`src/design/jfss_pkg.sv`:
```
// Package for the JPEG frame size scanner.
// Holds the parser phase type, status codes, marker constants and shared structs.
// No dependencies.
package jfss_pkg;

    // Marker bytes
    localparam logic [7:0] MARKER_PREFIX = 8'hFF;
    localparam logic [7:0] SOI_CODE      = 8'hD8;
    localparam logic [7:0] SOF_FIRST     = 8'hC0;
    localparam logic [7:0] SOF_LAST      = 8'hCF;
    localparam logic [7:0] DHT_CODE      = 8'hC4;
    localparam logic [7:0] JPG_CODE      = 8'hC8;
    localparam logic [7:0] DAC_CODE      = 8'hCC;
    localparam logic [7:0] SOS_CODE      = 8'hDA;
    localparam logic [7:0] EOI_CODE      = 8'hD9;

    // Smallest legal segment length (the length field itself)
    localparam logic [15:0] MIN_SEG_LEN  = 16'd2;

    typedef enum logic [3:0] {
        PH_MAGIC0,
        PH_MAGIC1,
        PH_SEEK,
        PH_MARKER,
        PH_LEN_HI,
        PH_LEN_LO,
        PH_SKIP,
        PH_SOF_L1,
        PH_SOF_L2,
        PH_SOF_P,
        PH_SOF_H1,
        PH_SOF_H2,
        PH_SOF_W1,
        PH_SOF_W2,
        PH_SOF_NC,
        PH_DONE
    } phase_t;

    typedef enum logic [2:0] {
        ST_FOUND     = 3'd0,
        ST_BADMAGIC  = 3'd1,
        ST_STRAY     = 3'd2,
        ST_SCANFIRST = 3'd3,
        ST_BADLEN    = 3'd4,
        ST_TRUNC     = 3'd5
    } status_t;

    // One input request
    typedef struct packed {
        logic [7:0] byte_value;
        logic       end_of_stream;
    } item_t;

    // One result request
    typedef struct packed {
        status_t     status;
        logic [15:0] frame_height;
        logic [15:0] frame_width;
    } result_t;

    // Parser status toward the top level
    typedef struct packed {
        logic   emit;
        phase_t phase;
    } parse_ctl_t;

endpackage

```
`src/design/jfss_in_reg.sv`:
```
// Input register stage of the JPEG frame size scanner.
// Holds one accepted byte request until the parser consumes it. Uses jfss_pkg.
module jfss_in_reg
    import jfss_pkg::*;
(
    input  logic  clk,
    input  logic  rst_n,
    input  logic  valid,
    input  item_t item,
    output logic  stall,
    input  logic  take,
    output logic  stage_valid,
    output item_t stage_item
);

    logic  valid_reg;
    logic  valid_next;
    item_t item_reg;
    logic  load;

    // Accept when empty or when the held request leaves this cycle
    assign stall = valid_reg && !take;
    assign load  = valid && !stall;

    always_comb
    begin
        valid_next = valid_reg;
        if (load)
        begin
            valid_next = 1'b1;
        end
        else if (take)
        begin
            valid_next = 1'b0;
        end
    end

    always_ff @(posedge clk or negedge rst_n)
    begin
        if (!rst_n)
        begin
            valid_reg <= 1'b0;
        end
        else
        begin
            valid_reg <= valid_next;
        end
    end

    // Payload, no reset needed
    always_ff @(posedge clk)
    begin
        if (load)
        begin
            item_reg <= item;
        end
    end

    assign stage_valid = valid_reg;
    assign stage_item  = item_reg;

endmodule

```
`src/design/jfss_parser.sv`:
```
// Marker walker of the JPEG frame size scanner: phase state and result logic.
// Updates its state when the top level fires it. Uses jfss_pkg.
module jfss_parser
    import jfss_pkg::*;
(
    input  logic       clk,
    input  logic       rst_n,
    input  logic       fire,
    input  item_t      item,
    output parse_ctl_t ctl,
    output result_t    result
);

    phase_t      phase_reg, phase_next;
    logic [15:0] skip_count_reg, skip_count_next;
    logic [7:0]  length_high_reg, length_high_next;
    logic [15:0] height_reg, height_next;
    logic [15:0] width_reg, width_next;
    logic        stray_reg, stray_next;

    logic [7:0]  b;
    logic [15:0] seg_len;
    logic        frame_marker;
    logic        scan_or_end;
    logic        emit;

    assign b       = item.byte_value;
    assign seg_len = {length_high_reg, b};

    // Start-of-frame codes: C0..CF without DHT, JPG and DAC
    always_comb
    begin
        frame_marker = (b inside {[SOF_FIRST:SOF_LAST]})
                       && !(b inside {DHT_CODE, JPG_CODE, DAC_CODE});
        scan_or_end  = (b == SOS_CODE) || (b == EOI_CODE);
    end

    // Next state
    always_comb
    begin
        phase_next       = phase_reg;
        skip_count_next  = skip_count_reg;
        length_high_next = length_high_reg;
        height_next      = height_reg;
        width_next       = width_reg;
        stray_next       = stray_reg;
        if (item.end_of_stream)
        begin
            // Re-arm: everything back to reset values
            phase_next       = PH_MAGIC0;
            skip_count_next  = '0;
            length_high_next = '0;
            height_next      = '0;
            width_next       = '0;
            stray_next       = 1'b0;
        end
        else
        begin
            case (phase_reg)
                PH_MAGIC0: phase_next = (b == MARKER_PREFIX) ? PH_MAGIC1 : PH_DONE;
                PH_MAGIC1: phase_next = (b == SOI_CODE) ? PH_SEEK : PH_DONE;
                PH_SEEK:
                begin
                    if (b == MARKER_PREFIX)
                    begin
                        phase_next = PH_MARKER;
                    end
                    else
                    begin
                        stray_next = 1'b1;
                    end
                end
                PH_MARKER:
                begin
                    // Fill bytes keep us here
                    if (b != MARKER_PREFIX)
                    begin
                        if (stray_reg || (!frame_marker && scan_or_end))
                        begin
                            phase_next = PH_DONE;
                        end
                        else if (frame_marker)
                        begin
                            phase_next = PH_SOF_L1;
                        end
                        else
                        begin
                            phase_next = PH_LEN_HI;
                        end
                    end
                end
                PH_LEN_HI:
                begin
                    length_high_next = b;
                    phase_next       = PH_LEN_LO;
                end
                PH_LEN_LO:
                begin
                    if (seg_len < MIN_SEG_LEN)
                    begin
                        phase_next = PH_DONE;
                    end
                    else
                    begin
                        skip_count_next = seg_len - MIN_SEG_LEN;
                        phase_next = (seg_len == MIN_SEG_LEN) ? PH_SEEK : PH_SKIP;
                    end
                end
                PH_SKIP:
                begin
                    skip_count_next = skip_count_reg - 16'd1;
                    if (skip_count_reg == 16'd1)
                    begin
                        phase_next = PH_SEEK;
                    end
                end
                PH_SOF_L1: phase_next = PH_SOF_L2;
                PH_SOF_L2: phase_next = PH_SOF_P;
                PH_SOF_P:  phase_next = PH_SOF_H1;
                PH_SOF_H1:
                begin
                    height_next = {b, 8'h00};
                    phase_next  = PH_SOF_H2;
                end
                PH_SOF_H2:
                begin
                    height_next = {height_reg[15:8], b};
                    phase_next  = PH_SOF_W1;
                end
                PH_SOF_W1:
                begin
                    width_next = {b, 8'h00};
                    phase_next = PH_SOF_W2;
                end
                PH_SOF_W2:
                begin
                    width_next = {width_reg[15:8], b};
                    phase_next = PH_SOF_NC;
                end
                PH_SOF_NC: phase_next = PH_DONE;
                PH_DONE:   phase_next = PH_DONE;
                default:   phase_next = PH_DONE;
            endcase
        end
    end

    // Result for the current request
    always_comb
    begin
        emit   = 1'b0;
        result = '{status: ST_FOUND, frame_height: 16'h0000, frame_width: 16'h0000};
        if (item.end_of_stream)
        begin
            emit = (phase_reg != PH_DONE);
            result.status = ((phase_reg == PH_MAGIC0) || (phase_reg == PH_MAGIC1))
                            ? ST_BADMAGIC : ST_TRUNC;
        end
        else
        begin
            case (phase_reg)
                PH_MAGIC0:
                begin
                    emit          = (b != MARKER_PREFIX);
                    result.status = ST_BADMAGIC;
                end
                PH_MAGIC1:
                begin
                    emit          = (b != SOI_CODE);
                    result.status = ST_BADMAGIC;
                end
                PH_MARKER:
                begin
                    emit = (b != MARKER_PREFIX) && (stray_reg || (!frame_marker && scan_or_end));
                    result.status = stray_reg ? ST_STRAY : ST_SCANFIRST;
                end
                PH_LEN_LO:
                begin
                    emit          = (seg_len < MIN_SEG_LEN);
                    result.status = ST_BADLEN;
                end
                PH_SOF_NC:
                begin
                    emit                = 1'b1;
                    result.status       = ST_FOUND;
                    result.frame_height = height_reg;
                    result.frame_width  = width_reg;
                end
                default:
                begin
                    emit = 1'b0;
                end
            endcase
        end
    end

    always_ff @(posedge clk or negedge rst_n)
    begin
        if (!rst_n)
        begin
            phase_reg       <= PH_MAGIC0;
            skip_count_reg  <= '0;
            length_high_reg <= '0;
            height_reg      <= '0;
            width_reg       <= '0;
            stray_reg       <= 1'b0;
        end
        else if (fire)
        begin
            phase_reg       <= phase_next;
            skip_count_reg  <= skip_count_next;
            length_high_reg <= length_high_next;
            height_reg      <= height_next;
            width_reg       <= width_next;
            stray_reg       <= stray_next;
        end
    end

    assign ctl.emit  = emit;
    assign ctl.phase = phase_reg;

endmodule

```
`src/design/jfss_out_reg.sv`:
```
// Result register of the JPEG frame size scanner.
// Holds one result request until the receiver takes it. Uses jfss_pkg.
module jfss_out_reg
    import jfss_pkg::*;
(
    input  logic    clk,
    input  logic    rst_n,
    input  logic    load,
    input  result_t result_in,
    output logic    ready,
    output logic    valid,
    input  logic    stall,
    output result_t result_out
);

    logic    valid_reg;
    logic    valid_next;
    result_t result_reg;

    // Free when empty or when the held result leaves this cycle
    assign ready = !valid_reg || !stall;

    always_comb
    begin
        valid_next = valid_reg;
        if (load)
        begin
            valid_next = 1'b1;
        end
        else if (!stall)
        begin
            valid_next = 1'b0;
        end
    end

    always_ff @(posedge clk or negedge rst_n)
    begin
        if (!rst_n)
        begin
            valid_reg <= 1'b0;
        end
        else
        begin
            valid_reg <= valid_next;
        end
    end

    always_ff @(posedge clk)
    begin
        if (load)
        begin
            result_reg <= result_in;
        end
    end

    assign valid      = valid_reg;
    assign result_out = result_reg;

endmodule

```
`src/design/jpeg_frame_size_scanner.sv`:
```
// Top level of the JPEG frame size scanner: input register, marker walker, result register.
// Uses jfss_pkg, jfss_in_reg, jfss_parser and jfss_out_reg.
//
//  channel | handshake                  | payload
//  --------+----------------------------+------------------------------------
//  byte in | item_valid / item_stall    | byte_value[7:0], end_of_stream
//  result  | result_valid / result_stall| status[2:0], frame_height, frame_width
//
// One byte request per cycle while item_stall is low; the walker updates its phase once per byte.
// A byte is held in the input register, and its result is then held in the result register.
// rst_n clears the phase to "expect first magic byte" and empties both registers.
// A stalled result only backs up the input once a second result is waiting behind it;
// bytes that give no result keep flowing while the result register is held.
module jpeg_frame_size_scanner
    import jfss_pkg::*;
(
    input  logic        clk,
    input  logic        rst_n,
    input  logic        item_valid,
    output logic        item_stall,
    input  logic [7:0]  byte_value,
    input  logic        end_of_stream,
    output logic        result_valid,
    input  logic        result_stall,
    output logic [2:0]  status,
    output logic [15:0] frame_height,
    output logic [15:0] frame_width
);

    item_t      in_item;
    item_t      stage_item;
    logic       stage_valid;
    logic       take;
    logic       out_ready;
    parse_ctl_t ctl;
    result_t    parse_result;
    result_t    out_result;

    assign in_item = '{byte_value: byte_value, end_of_stream: end_of_stream};

    // The held byte goes through unless its result has nowhere to go
    assign take = stage_valid && (!ctl.emit || out_ready);

    jfss_in_reg u_in_reg (
        .clk         (clk),
        .rst_n       (rst_n),
        .valid       (item_valid),
        .item        (in_item),
        .stall       (item_stall),
        .take        (take),
        .stage_valid (stage_valid),
        .stage_item  (stage_item)
    );

    jfss_parser u_parser (
        .clk    (clk),
        .rst_n  (rst_n),
        .fire   (take),
        .item   (stage_item),
        .ctl    (ctl),
        .result (parse_result)
    );

    jfss_out_reg u_out_reg (
        .clk        (clk),
        .rst_n      (rst_n),
        .load       (take && ctl.emit),
        .result_in  (parse_result),
        .ready      (out_ready),
        .valid      (result_valid),
        .stall      (result_stall),
        .result_out (out_result)
    );

    assign status       = out_result.status;
    assign frame_height = out_result.frame_height;
    assign frame_width  = out_result.frame_width;

    // Input only backs up while a byte is held
    a_stall_needs_held: assert property (@(posedge clk) disable iff (!rst_n)
        item_stall |-> stage_valid)
        else $error("input stalled with empty input register");

    // Error results carry no dimensions
    a_error_zero_dims: assert property (@(posedge clk) disable iff (!rst_n)
        (result_valid && (status != ST_FOUND)) |->
            ((frame_height == 16'h0000) && (frame_width == 16'h0000)))
        else $error("error result with nonzero dimensions");

    // A result from a byte parks the walker until end of stream
    a_done_after_result: assert property (@(posedge clk) disable iff (!rst_n)
        (take && ctl.emit && !stage_item.end_of_stream) |=> (ctl.phase == PH_DONE))
        else $error("walker not parked after result");

    // End of stream always re-arms
    a_eos_rearms: assert property (@(posedge clk) disable iff (!rst_n)
        (take && stage_item.end_of_stream) |=> (ctl.phase == PH_MAGIC0))
        else $error("end of stream did not re-arm");

endmodule
```
`config.mk`:
```
export PLATFORM = sky130hd
export DESIGN_NAME = jpeg_frame_size_scanner
export DESIGN_NICKNAME = d
export VERILOG_FILES = /design/src/design/jfss_pkg.sv /design/src/design/jfss_in_reg.sv /design/src/design/jfss_parser.sv /design/src/design/jfss_out_reg.sv /design/src/design/jpeg_frame_size_scanner.sv
export SDC_FILE = /design/constraint.sdc
export NUM_CORES = 1
export LEC_CHECK = 0
export BUFFER_PORTS_ARGS = -buffer_cell sky130_fd_sc_hd__buf_2
export CORE_AREA = 2 2 99 101
export CTS_CLUSTER_SIZE = 20
export DETAILED_ROUTE_END_ITERATION = 10
export DIE_AREA = 0 0 101 103
export PLACE_DENSITY_LB_ADDON = 0.05
export RECOVER_POWER = 100
export SYNTH_ARGS = -nofsm -noshare
export SYNTH_HDL_FRONTEND = slang
export SYNTH_SLANG_ARGS = --single-unit
```
`constraint.sdc`:
```
create_clock -name clk -period 4.3 [get_ports clk]
set_input_delay 0.645 -clock clk [delete_from_list [all_inputs] [get_ports clk]]
set_output_delay 0.645 -clock clk [all_outputs]
set_load 0.02 [all_outputs]
```
* Word level (Yosys, flattened, before mapping) *
Cells that the tools add are included.

cells by class
  multiplexer cells = 33
  order comparisons = 3
  bitwise logic cells = 1
  reduce and logical (&&, ||, !) cells = 41
  add/subtract/negate cells = 2
  equal/unequal tests = 35

operator list
  operator                                                                 number
  16-bit one-hot mux with 2 select lines                                   3
  16-bit 2-to-1 mux                                                        4
  4-bit one-hot mux with 15 select lines                                   1
  8-bit equality test, second input constant                               7
  4-bit equality test, second input constant                               8
  4-bit 2-to-1 mux                                                         8
  16-bit by 1-bit equality test with 1-bit output, second input constant   1
  16-bit by 2-bit equality test with 1-bit output, second input constant   1
  4-bit by 3-bit equality test with 1-bit output, second input constant    4
  16-bit by 2-bit < comparator with 1-bit output, second input constant    1
  8-bit 2-to-1 mux                                                         2
  8-bit inequality test, second input constant                             2
  16-bit by 1-bit subtractor with 16-bit output, second input constant     1
  16-bit by 2-bit subtractor with 16-bit output, second input constant     1
  3-bit AND reduction                                                      4
  3-bit nonzero test                                                       4
  2-bit nonzero test                                                       5
  1-bit 2-to-1 mux                                                         9
  3-bit 2-to-1 mux                                                         3
  3-bit by 2-bit inequality test with 1-bit output, second input constant  3
  3-bit one-hot mux with 3 select lines                                    1
  4-bit by 2-bit equality test with 1-bit output, second input constant    2
  8-bit greater-or-equal comparator, second input constant                 1
  8-bit <= comparator, second input constant                               1
  other kinds (15)                                                         38

storage, ports and cells
  bits in registers = 107
  output and inout bits = 37
  logic and storage cells = 130
  input bits = 13

* Logic depth before layout (Yosys ltp) *
Gate-level depths: netlist of the first run.

  word-level depth = 18
  gate-level depth with buffers = 10
  depth with buffers taken out = 9

* Hierarchy *
A second synthesis of the first run with hierarchy kept.

second synthesis, totals
  cells, all modules = 499
  area, all modules = 5,163.7 um^2

by module, submodules not included
  module                   cells an instance  instances  sequential area each (um^2)  area an instance (um^2)
  jfss_parser              444                1          1,526.5                      3,729.8
  jfss_out_reg             38                 1          1,076.0                      1,087.3
  jfss_in_reg              14                 1          295.3                        327.8
  jpeg_frame_size_scanner  3                  1          0.0                          18.8

* Worst setup path before layout of the first run *
OpenSTA, ideal clock, no wires.

  kind = register to register
  from = register u_in_reg.item_reg (netlist bit u_in_reg.stage_item[1])
  to = register u_out_reg.result_reg (netlist bit u_out_reg.result_out[0]) (enable)
  setup slack = 0.526 ns
  library setup time = 0.429 ns
  arrival = 3.345 ns
  data required time = 3.871 ns
  path buffers = 1
  stages on the path, launching flop included = 8
  clock period less this slack = 3.774 ns
  cell sequence = edfxtp_1 buf_6 or4_4 o211ai_2 o21ai_2 a211oi_2 o21ai_2 nor2_1

on the way
  longest elaborated chain between the ends = 14
  elaborated cells on any way between the ends = 25
  classes of those cells = 3 x order compare; 7 x eq/ne; 2 x mux; 13 x reduce/logical

RTL lines
  what                                                                                       RTL line                       text
  start, declared                                                                            jfss_in_reg.sv:18              item_t item_reg;
  start signal, assigned                                                                     jfss_in_reg.sv:55              item_reg <= item;
  parallel branches: the longest is 8 deep, another holds 8-bit greater-or-equal comparator  n/a
  1-bit one-hot mux with 5 select lines (*)                                                  jfss_parser.sv:160             case (phase_reg)
  1-bit 2-to-1 mux (*)                                                                       jfss_parser.sv:152             if (item.end_of_stream)
  1-bit logical NOT                                                                          jpeg_frame_size_scanner.sv:42  assign take = stage_valid && (!ctl.emit || out_ready);
  1-bit logical OR                                                                           jpeg_frame_size_scanner.sv:42
  1-bit logical AND                                                                          jpeg_frame_size_scanner.sv:42
  1-bit logical AND (*)                                                                      jpeg_frame_size_scanner.sv:67  .load (take && ctl.emit),
  named net u_out_reg.load                                                                   jfss_out_reg.sv:8              input logic load,
  end signal, assigned                                                                       jfss_out_reg.sv:52             result_reg <= result_in;
  end, declared                                                                              jfss_out_reg.sv:18             result_t result_reg;

Mark *: on every way through the listed nets, which the timed path passes.
A chain may end at the register's enable or synchronous reset.

* Final worst setup path of the first run *
  from = register u_in_reg.item_reg (netlist bit u_in_reg.stage_item[1])
  to = register u_parser.height_reg[1]

on the way
  longest elaborated chain between the ends = 14
  elaborated cells on any way between the ends = 25
  classes of those cells = 3 x order compare; 7 x eq/ne; 2 x mux; 13 x reduce/logical

RTL lines
  what                                                                                       RTL line                       text
  parallel branches: the longest is 8 deep, another holds 8-bit greater-or-equal comparator  n/a
  1-bit one-hot mux with 5 select lines (*)                                                  jfss_parser.sv:160
  1-bit 2-to-1 mux (*)                                                                       jfss_parser.sv:152
  1-bit logical NOT (*)                                                                      jpeg_frame_size_scanner.sv:42
  1-bit logical OR (*)                                                                       jpeg_frame_size_scanner.sv:42
  1-bit logical AND (*)                                                                      jpeg_frame_size_scanner.sv:42
  2-bit AND reduction (no source line) (*)                                                   n/a
  end signal, assigned                                                                       jfss_parser.sv:212             height_reg <= height_next;
  end, declared                                                                              jfss_parser.sv:17              logic [15:0] height_reg, height_next;

Every way passes the cells marked *.

==> results of run 1 <==
## how the worst max path moves through the flow
stage	to	cells after the start	slack (ps)	startpoint
after CTS	item_stall	8	930	u_parser.phase_reg[0]
after global routing	u_parser.height_reg[7]	7	340	u_in_reg.stage_item[1]
final	u_parser.height_reg[1]	7	610	u_in_reg.stage_item[1]
after global placement	item_stall	8	1470	u_parser.phase_reg[0]
after detailed placement	item_stall	8	1370	u_parser.phase_reg[0]
after floorplan	u_out_reg.result_out[0]	7	530	u_in_reg.stage_item[1]
## final cells by class
type,instances,area (sq um)
Fill cell,831,3710
Sequential cell,107,2900
Multi-Input combinational cell,356,2200
Timing Repair Buffer,55,233
Clock buffer,10,149
Tap cell,114,143
Inverter,18,67.6
Clock inverter,6,57.6
## synth_stat cells, drive strengths merged, types with 2 or more instances
cell type  instances
a211o              2
nand2b             5
buf                7
a211oi             3
a21oi             23
a31oi              9
nand4              8
o311ai             8
a32o               3
and2              37
nor3b              3
edfxtp            44
nor2              40
ha                 4
xor2               7
and3               3
xnor2              6
o22ai              2
nand2             39
inv               18
o211ai             3
a21o               3
o21ai             46
dfrtp             63
nand3             11
nor3              11
clkbuf            23
o31ai              7
or4                2
nand3b            10
nor4               8
a22o              24
nor2b             12
## per-layer routing
metal | vias up | wire [um]
li1 | 1947 | -
met1 | 2027 | 5680
met2 | 131 | 6090
met3 | 17 | 546
met4 | 0 | 225
met5 | - | 0
## layout by cell type, fill, tap and decap left out, drive strengths merged, types with 9 or more instances in the layout
cell	n
nand3b	10
o21ai	46
nor3	11
nor2b	12
a21oi	23
a22o	24
nor2	40
buf	14
dfrtp	63
clkbuf	51
a31oi	9
inv	20
nand3	11
edfxtp	44
and2	37
nand2	39
## kinds of logic after synthesis
family / Yosys count / share of synthesized area
AOI/OAI and AO/OA: 146 / 0.194
adders and majority gates: 4 / 0.00939
and+or+nand+nor: 193 / 0.194
buffers and inverters: 48 / 0.0376
DFF: 107 / 0.544
xor gates and xnor gates: 13 / 0.0214
## where the power goes
group / switching [mW] / internal, mW
Clock: 0.365 / 0.257
Combinational: 0.790 / 0.395
Sequential: 0.253 / 1.34
Total: 1.41 / 2.00
==> out/results.ini, run 1 <==
[final_layout]
nNetsFinal=564
postLayoutCellArea_sq_um=5750
diodes=0
final_cells=666
final_core_util=0.608
largest_reg_flops=35
drive_above_1_share=0.0725
synthToLayoutAreaGrowth_pct=7.91

[timing]
tns_ps=0
relSlewSlack=-0.251
finalHoldViolations=0
setup_slack_ps=612
hold_ws_ps=439
rsz0062_at_grt=no
final_max_slew_viol_count=66
post-route-period-util=0.858
tightest_slew_ps=1880
skew_ps=10.5
fin_crit_ps=3690
setup_viol=0
max_freq_ghz=0.271

[floorplanning]
start_util=0.563
fp.dieW_um=101
placementRows=36
fp.coreArea_sq_um=9460
fp.dieH_um=103
die_area_sq_um=10400
ios=50

[hold_path]
hold_path_class=input pin to flop
holdCritStartpoint=byte_value[0]
hold_path_end=u_in_reg.stage_item[1]
whs_path_depth=1

[placed_design]
place.port_buffers=49
dp.cells=650
placed_area_sq_um=5640
hpwl_um=8790
gp_congestion=0.934
post-place-ws_ps=1370

[grt]
grt_pass1_wl_um=19800
grt_pass1_vias=3874
grt_util_all_layers=0.248
top_usage_layer=met2
antenna_found_initial=0
use_met1=0.335
grt_max_degree=42
met3_usage=0.0339
grt.overflow.total=0
grt_use_met2=0.403

[synth]
synth_cell_types=62
synth_top_area_frac=0.296
synthCells=511
netlist_top_cells_area=dfrtp_1 (30%), edfxtp_1 (25%), and2_1 (4.3%), a22o_1 (3.9%), nor2_1 (2.8%)
syn_nets=528
ys_seq_area_frac=0.544
yosysWarnings=0
postSynthAreaPerCell_sq_um=10.4
synth_edf_count=44
async_flop_share=0.589
ys_seq_elements=107
synth_area_sq_um=5330
yosysTopAreaCell=dfrtp_1
ys.flop_type=dfrtp_1

[worst_setup_path]
crit_family=compound AO/OA/AOI/OAI gates
crit_type=flop to flop
startpoint_type=flop
cp_cell_sequence=or4_1 > o211ai_2 > o21ai_2 > a211oi_1 > o21ai_0 > nor3b_1 > a22o_1
arrival_ps=4000
required_ps=4610
crit_slowest_cell=nor3b_1
worstPathMaxFanout=8
r2r_slack_ps=610
r2r-start=u_in_reg.stage_item[1]
path_buf_inv=0
r2r_end=u_parser.height_reg[1]
endpoint_kind=flop
slowest_delay_ps=950
r2r_cells=7

[routing]
via_count=4122
drt_iter0_markers=275
wl_um=12500
drt-vias-per-instance=6.19
postRouteAntennaNets=0
drc_errors=0
wire_per_inst_um=18.8
drt-pass1-iter-count=4

[run]
cap_violations=2

[clocking]
postCtsHoldBufs=0
cts_buffers=9
clk_latency_ps=380
cts_sinks=107
clock_path_buffers=2
ctsResizeCount=0
path_clk_slew_ps=100
cts_tree=built
cts_setup_buffers=0
cts_root_buffer=clkbuf_8
cts_max_level=3

[power]
leakage_nw=2.26
pwr_density_cell_nw_per_um2=592
p_total_mw=3.40
peakVddDrop_mv=0.350

[run_status]
outcome=finished, violations left
violations=capacitance limit, slew limit

(Power assumes the default switching activity.)
==> run 2, diff against run 1 <==
- PLACE_DENSITY: default -> 0.77
- PLACE_DENSITY_LB_ADDON: 0.05 -> default
==> run 2 against run 1 <==
Net effect: the run still ends with capacitance limit, slew limit left; global-route usage shrank 0.11 points; non-clock buffer count grew 1; critical endpoint is now u_parser.height_reg[3]; total power up 0.44%; clock power grew 3%; cell area grew 0.24%; largest cell class unchanged.
==> out/results.ini, run 2 (synthesis gave the netlist of run 1 again) <==
[run_status]
outcome=finished, violations left
violations=capacitance limit, slew limit

[floorplanning]
fp.dieH_um=103
placementRows=36
start_util=0.563
fp.coreArea_sq_um=9460
die_area_sq_um=10400
ios=50
fp.dieW_um=101

[timing]
setup_viol=0
max_freq_ghz=0.280
finalHoldViolations=0
tns_ps=0
tightest_slew_ps=1940
rsz0062_at_grt=no
final_max_slew_viol_count=66
fin_crit_ps=3570
skew_ps=11.1
post-route-period-util=0.830
relSlewSlack=-0.296

[clocking]
path_clk_slew_ps=120
postCtsHoldBufs=0
cts_sinks=107
clk_latency_ps=390
cts_setup_buffers=0
ctsResizeCount=0
cts_tree=built
cts_max_level=3
cts_buffers=9
cts_root_buffer=clkbuf_8
clock_path_buffers=2

[routing]
wl_um=12100
postRouteAntennaNets=0
drt-pass1-iter-count=6
wire_per_inst_um=18.1
drt_iter0_markers=367
via_count=4139
drc_errors=0
drt-vias-per-instance=6.21

[worst_setup_path]
required_ps=4630
r2r_cells=8
startpoint=u_in_reg.stage_item[1]
r2r-start=u_in_reg.stage_item[1]
arrival_ps=3900
r2r_slack_ps=730
crit_type=flop to flop
startpoint_type=flop
endpoint_kind=flop
worstPathMaxFanout=23

[placed_design]
gp_congestion=0.910
place.port_buffers=49
hpwl_um=8450

[hold_path]
hold_path_class=input pin to flop
holdCritStartpoint=end_of_stream
whs_path_depth=1

[run]
cap_violations=2

[grt]
grt.overflow.total=0
grt_util_all_layers=0.247
grt_pass1_vias=3965
grt_pass1_wl_um=20000
grt_max_degree=43
antenna_found_initial=0

[power]
pwr_density_cell_nw_per_um2=593
leakage_nw=2.27
peakVddDrop_mv=0.354

[final_layout]
final_core_util=0.610
diodes=0
drive_above_1_share=0.0723
synthToLayoutAreaGrowth_pct=8.17
nNetsFinal=565
mostFrequentLayoutCell=dfrtp_1
largest_reg_flops=35
final_cell_mix=dfrtp_1 (63), edfxtp_1 (44), clkbuf_1 (41)

## run 2: cell count changes in the layout (fill, tap and decap cells not counted), sizes merged
cell,before,now
clkinvlp,1,0
clkinv,3,4
clkbuf,51,50
buf,14,15
inv,20,21
## run 2: path summary, 6_finish.rpt
kind                                          end
hold reg to reg             u_parser.width_reg[5]
setup / recovery           u_parser.height_reg[3]
max in group asynchronous  u_parser.height_reg[5]
min in group asynchronous      u_parser.stray_reg
setup reg to reg           u_parser.height_reg[3]
hold / removal             u_in_reg.stage_item[0]
## run 2: worst max-delay path, cell delays in order, from the launching register on
cell      delay (ps)
edfxtp_1         510
or4_1            570
o211ai_2         140
o21ai_0          210
a211oi_1         600
o21ai_0          450
buf_4            350
nor3b_2          450
a22o_1           210
## run 2: metrics by stage
step	instance area (sq um)	hold slack, ps	cells	power (mW)	setup WS [ps]
after CTS	5860	358	667	3.46	1080
after detailed placement	5650	476	651	2.83	1490
final	5770	423	667	3.42	730
after global placement	5650	465	651	2.79	1570
after global routing	5770	420	667	3.64	445
after floorplan	5330	349	511	2.48	526
## run 2: layout make-up
| class | instances | area, sq um |
|---|---|---|
| Inverter | 18 | 67.6 |
| Timing Repair Buffer | 56 | 239 |
| Clock buffer | 9 | 124 |
| Sequential cell | 107 | 2900 |
| Tap cell | 114 | 143 |
| Clock inverter | 7 | 88.8 |
| Fill cell | 780 | 3690 |
| Multi-Input combinational cell | 356 | 2210 |
## run 2: where the power goes
group | internal [mW] | leakage (nW) | switching [mW]
clock network | 0.237 | 0.106 | 0.405
registers | 1.34 | 1.28 | 0.242
logic | 0.397 | 0.881 | 0.796
total | 1.98 | 2.27 | 1.44
## run 2: routing by layer
layer / vias to the layer above / GRT usage / wire (um)
met1: 1950 / 0.338 / 5380
met3: 42 / 0.0353 / 657
li1: 1963 / - / -
met2: 184 / 0.390 / 5590
met5: - / 0 / 0
met4: 0 / 0.124 / 462
==> run 3, diff against run 2 <==
- ABC_AREA: default -> 1
- CORE_AREA: 2 2 99 101 -> 2 2 101 103
- DIE_AREA: 0 0 101 103 -> 0 0 103 105
- PLACE_DENSITY: 0.77 -> 0.79
- clock period: 4.3 -> 3.65 ns (I/O delays scaled with it)
==> run 3 against run 2 <==
Net effect: the run still ends with capacitance limit, slew limit left; utilization grew 0.99 points; combinational power increased by 13%; clock skew up 4.3 ps; largest power group unchanged.
==> out/results.ini, run 3 <==
[floorplanning]
fp.dieW_um=103
fp.dieH_um=105
ios=50
placementRows=36
fp.coreArea_sq_um=9640
die_area_sq_um=10800
start_util=0.594

[worst_setup_path]
r2r_slack_ps=830
r2r_end=u_parser.skip_count_reg[14]
worstPathMaxFanout=15
endpoint_kind=primary output
crit_type=flop to primary output
r2r_cells=9
startpoint_type=flop
arrival_ps=2370
worstSetupEndpoint=item_stall
required_ps=3100
r2r-start=u_in_reg.stage_item[0]
startpoint=u_in_reg.stage_item[4]

[timing]
finalHoldViolations=0
hold_ws_ps=340
tightest_slew_ps=2160
fin_crit_ps=2910
rsz0062_at_grt=no
setup_viol=0
final_max_slew_viol_count=43
tns_ps=0
relSlewSlack=-0.441
post-route-period-util=0.798
max_freq_ghz=0.343
skew_ps=15.3
setup_slack_ps=737

[placed_design]
gp_congestion=0.910
place.port_buffers=49
hpwl_um=8530
post-place-ws_ps=1050

[final_layout]
final_core_util=0.619
drive_above_1_share=0.0876
fillers=924
final_cell_mix=nand2_1 (169), nor2_1 (91), inv_1 (90)
nNetsFinal=731
largest_reg_flops=35
mostFrequentLayoutCell=nand2_1
synthToLayoutAreaGrowth_pct=4.35
diodes=0

[grt]
grt_max_degree=43
grt.overflow.total=0
grt_pass1_vias=4233
grt_pass1_wl_um=20200
grt_util_all_layers=0.239
antenna_found_initial=0

[synth]
synth_commonest_cells=nand2_1 (167), nor2_1 (91), inv_1 (88)
netlist_top_cells_area=dfrtp_1 (28%), edfxtp_1 (23%), nand2_1 (11%), o21ai_2 (6.4%), nor2_1 (6.0%)
synth-simple-area-share=0.262
synth_cell_types=38
synthAdderAreaFrac=0.00875
yosysWarnings=0
synthCells=668
async_flop_share=0.589
synth_compound_area_frac=0.126
ys_seq_area_frac=0.506
ys.flop_type=dfrtp_1
synth_xor_area_frac=0.00918
postSynthAreaPerCell_sq_um=8.57
synth_area_sq_um=5720
ys_seq_elements=107
synth_top_family_by_area=simple AND/OR/NAND/NOR gates
synth_edf_count=44
yosysTopAreaCell=dfrtp_1
synthMuxAreaShare=0
syn_nets=685
yosys.cell_count.top_type=nand2_1
synth_top_area_frac=0.276

[power]
combPwrFrac=0.347
pwr-share-seq=0.455
p_total_mw=3.89
internal_power_mw=2.29
peakVddDrop_mv=0.374
pwr_density_cell_nw_per_um2=651
p_clk_frac=0.198
leakage_nw=2.64
switchingPower_mw=1.60
netSwitchingFraction=0.411

[clocking]
clk_latency_ps=380
ctsResizeCount=0
postCtsHoldBufs=0
cts_setup_buffers=0
cts_tree=built
clock_path_buffers=2
cts_max_level=3
cts_buffers=9
cts_root_buffer=clkbuf_8
path_clk_slew_ps=100
cts_sinks=107

[routing]
wl_um=11900
postRouteAntennaNets=0
via_count=4508
drt-pass1-iter-count=5
drc_errors=0
drt-vias-per-instance=5.29
drt_iter0_markers=339
wire_per_inst_um=13.9

[run_status]
violations=capacitance limit, slew limit
outcome=finished, violations left

[run]
cap_violations=1

[hold_path]
whs_path_depth=1
hold_path_class=input pin to flop

run 3: area by class of cell:
class	count	area, sq um	share of cell area
multi-input combinational	445	2110	0.353
timing repair buffer	53	224	0.0375
clock buffer	10	128	0.0214
sequential	107	2900	0.485
clock inverter	6	80.1	0.0134
tap	133	166	0.0279
inverter	98	368	0.0616
run 3: power by group through the flow:
stage	clock [mW]	combinational, mW	sequential (mW)
2_1_floorplan	0	1.12	1.81
3_3_place_gp	0	1.43	1.78
3_5_place_dp	0	1.48	1.79
4_1_cts	0.781	1.49	1.77
5_1_grt	0.836	1.53	1.81
6_report	0.769	1.35	1.77
run 3: metal layers:
metal | routed length [um] | GRT usage
met4 | 343 | 0.0996
met3 | 611 | 0.0435
met5 | 0 | 0
met2 | 5580 | 0.366
met1 | 5320 | 0.334
run 3: how the worst min path moves through the flow:
| stage | start | end |
|---|---|---|
| floorplan | rst_n | u_in_reg.stage_valid |
| global placement | u_parser.width_reg[5] | u_parser.width_reg[5] |
| detailed placement | u_parser.width_reg[3] | u_parser.width_reg[3] |
| CTS | rst_n | u_parser.width_reg[4] |
| global route | end_of_stream | u_in_reg.stage_item[0] |
| finish | byte_value[6] | u_in_reg.stage_item[7] |
run 3: kinds of logic after synthesis:
group | after synthesis
DFF | 107
buffers and inverters | 116
adders and majority gates | 4
xor gates and xnor gates | 6
and+or+nand+nor | 332
AOI/OAI and AO/OA | 103
run 3: worst max-delay path, cell delays in order (launching register included):
cell      delay, ps
edfxtp_1        450
inv_2           130
nand2_2          80
nor2_4          110
nand2_2          90
nor2_4          150
nand3_2          90
nand2_2          80
inv_1            70
nand2_2          70
nand2_2          40
nand2_1         160
nand2_8         120
nor2_1          100
clkbuf_1        230
run 3: through the flow:
stage	cell area [sq um]	std cells
after CTS	6240	852
final	5970	852
after floorplan	5720	668
after global placement	6030	836
after detailed placement	6030	836
after global routing	5970	852
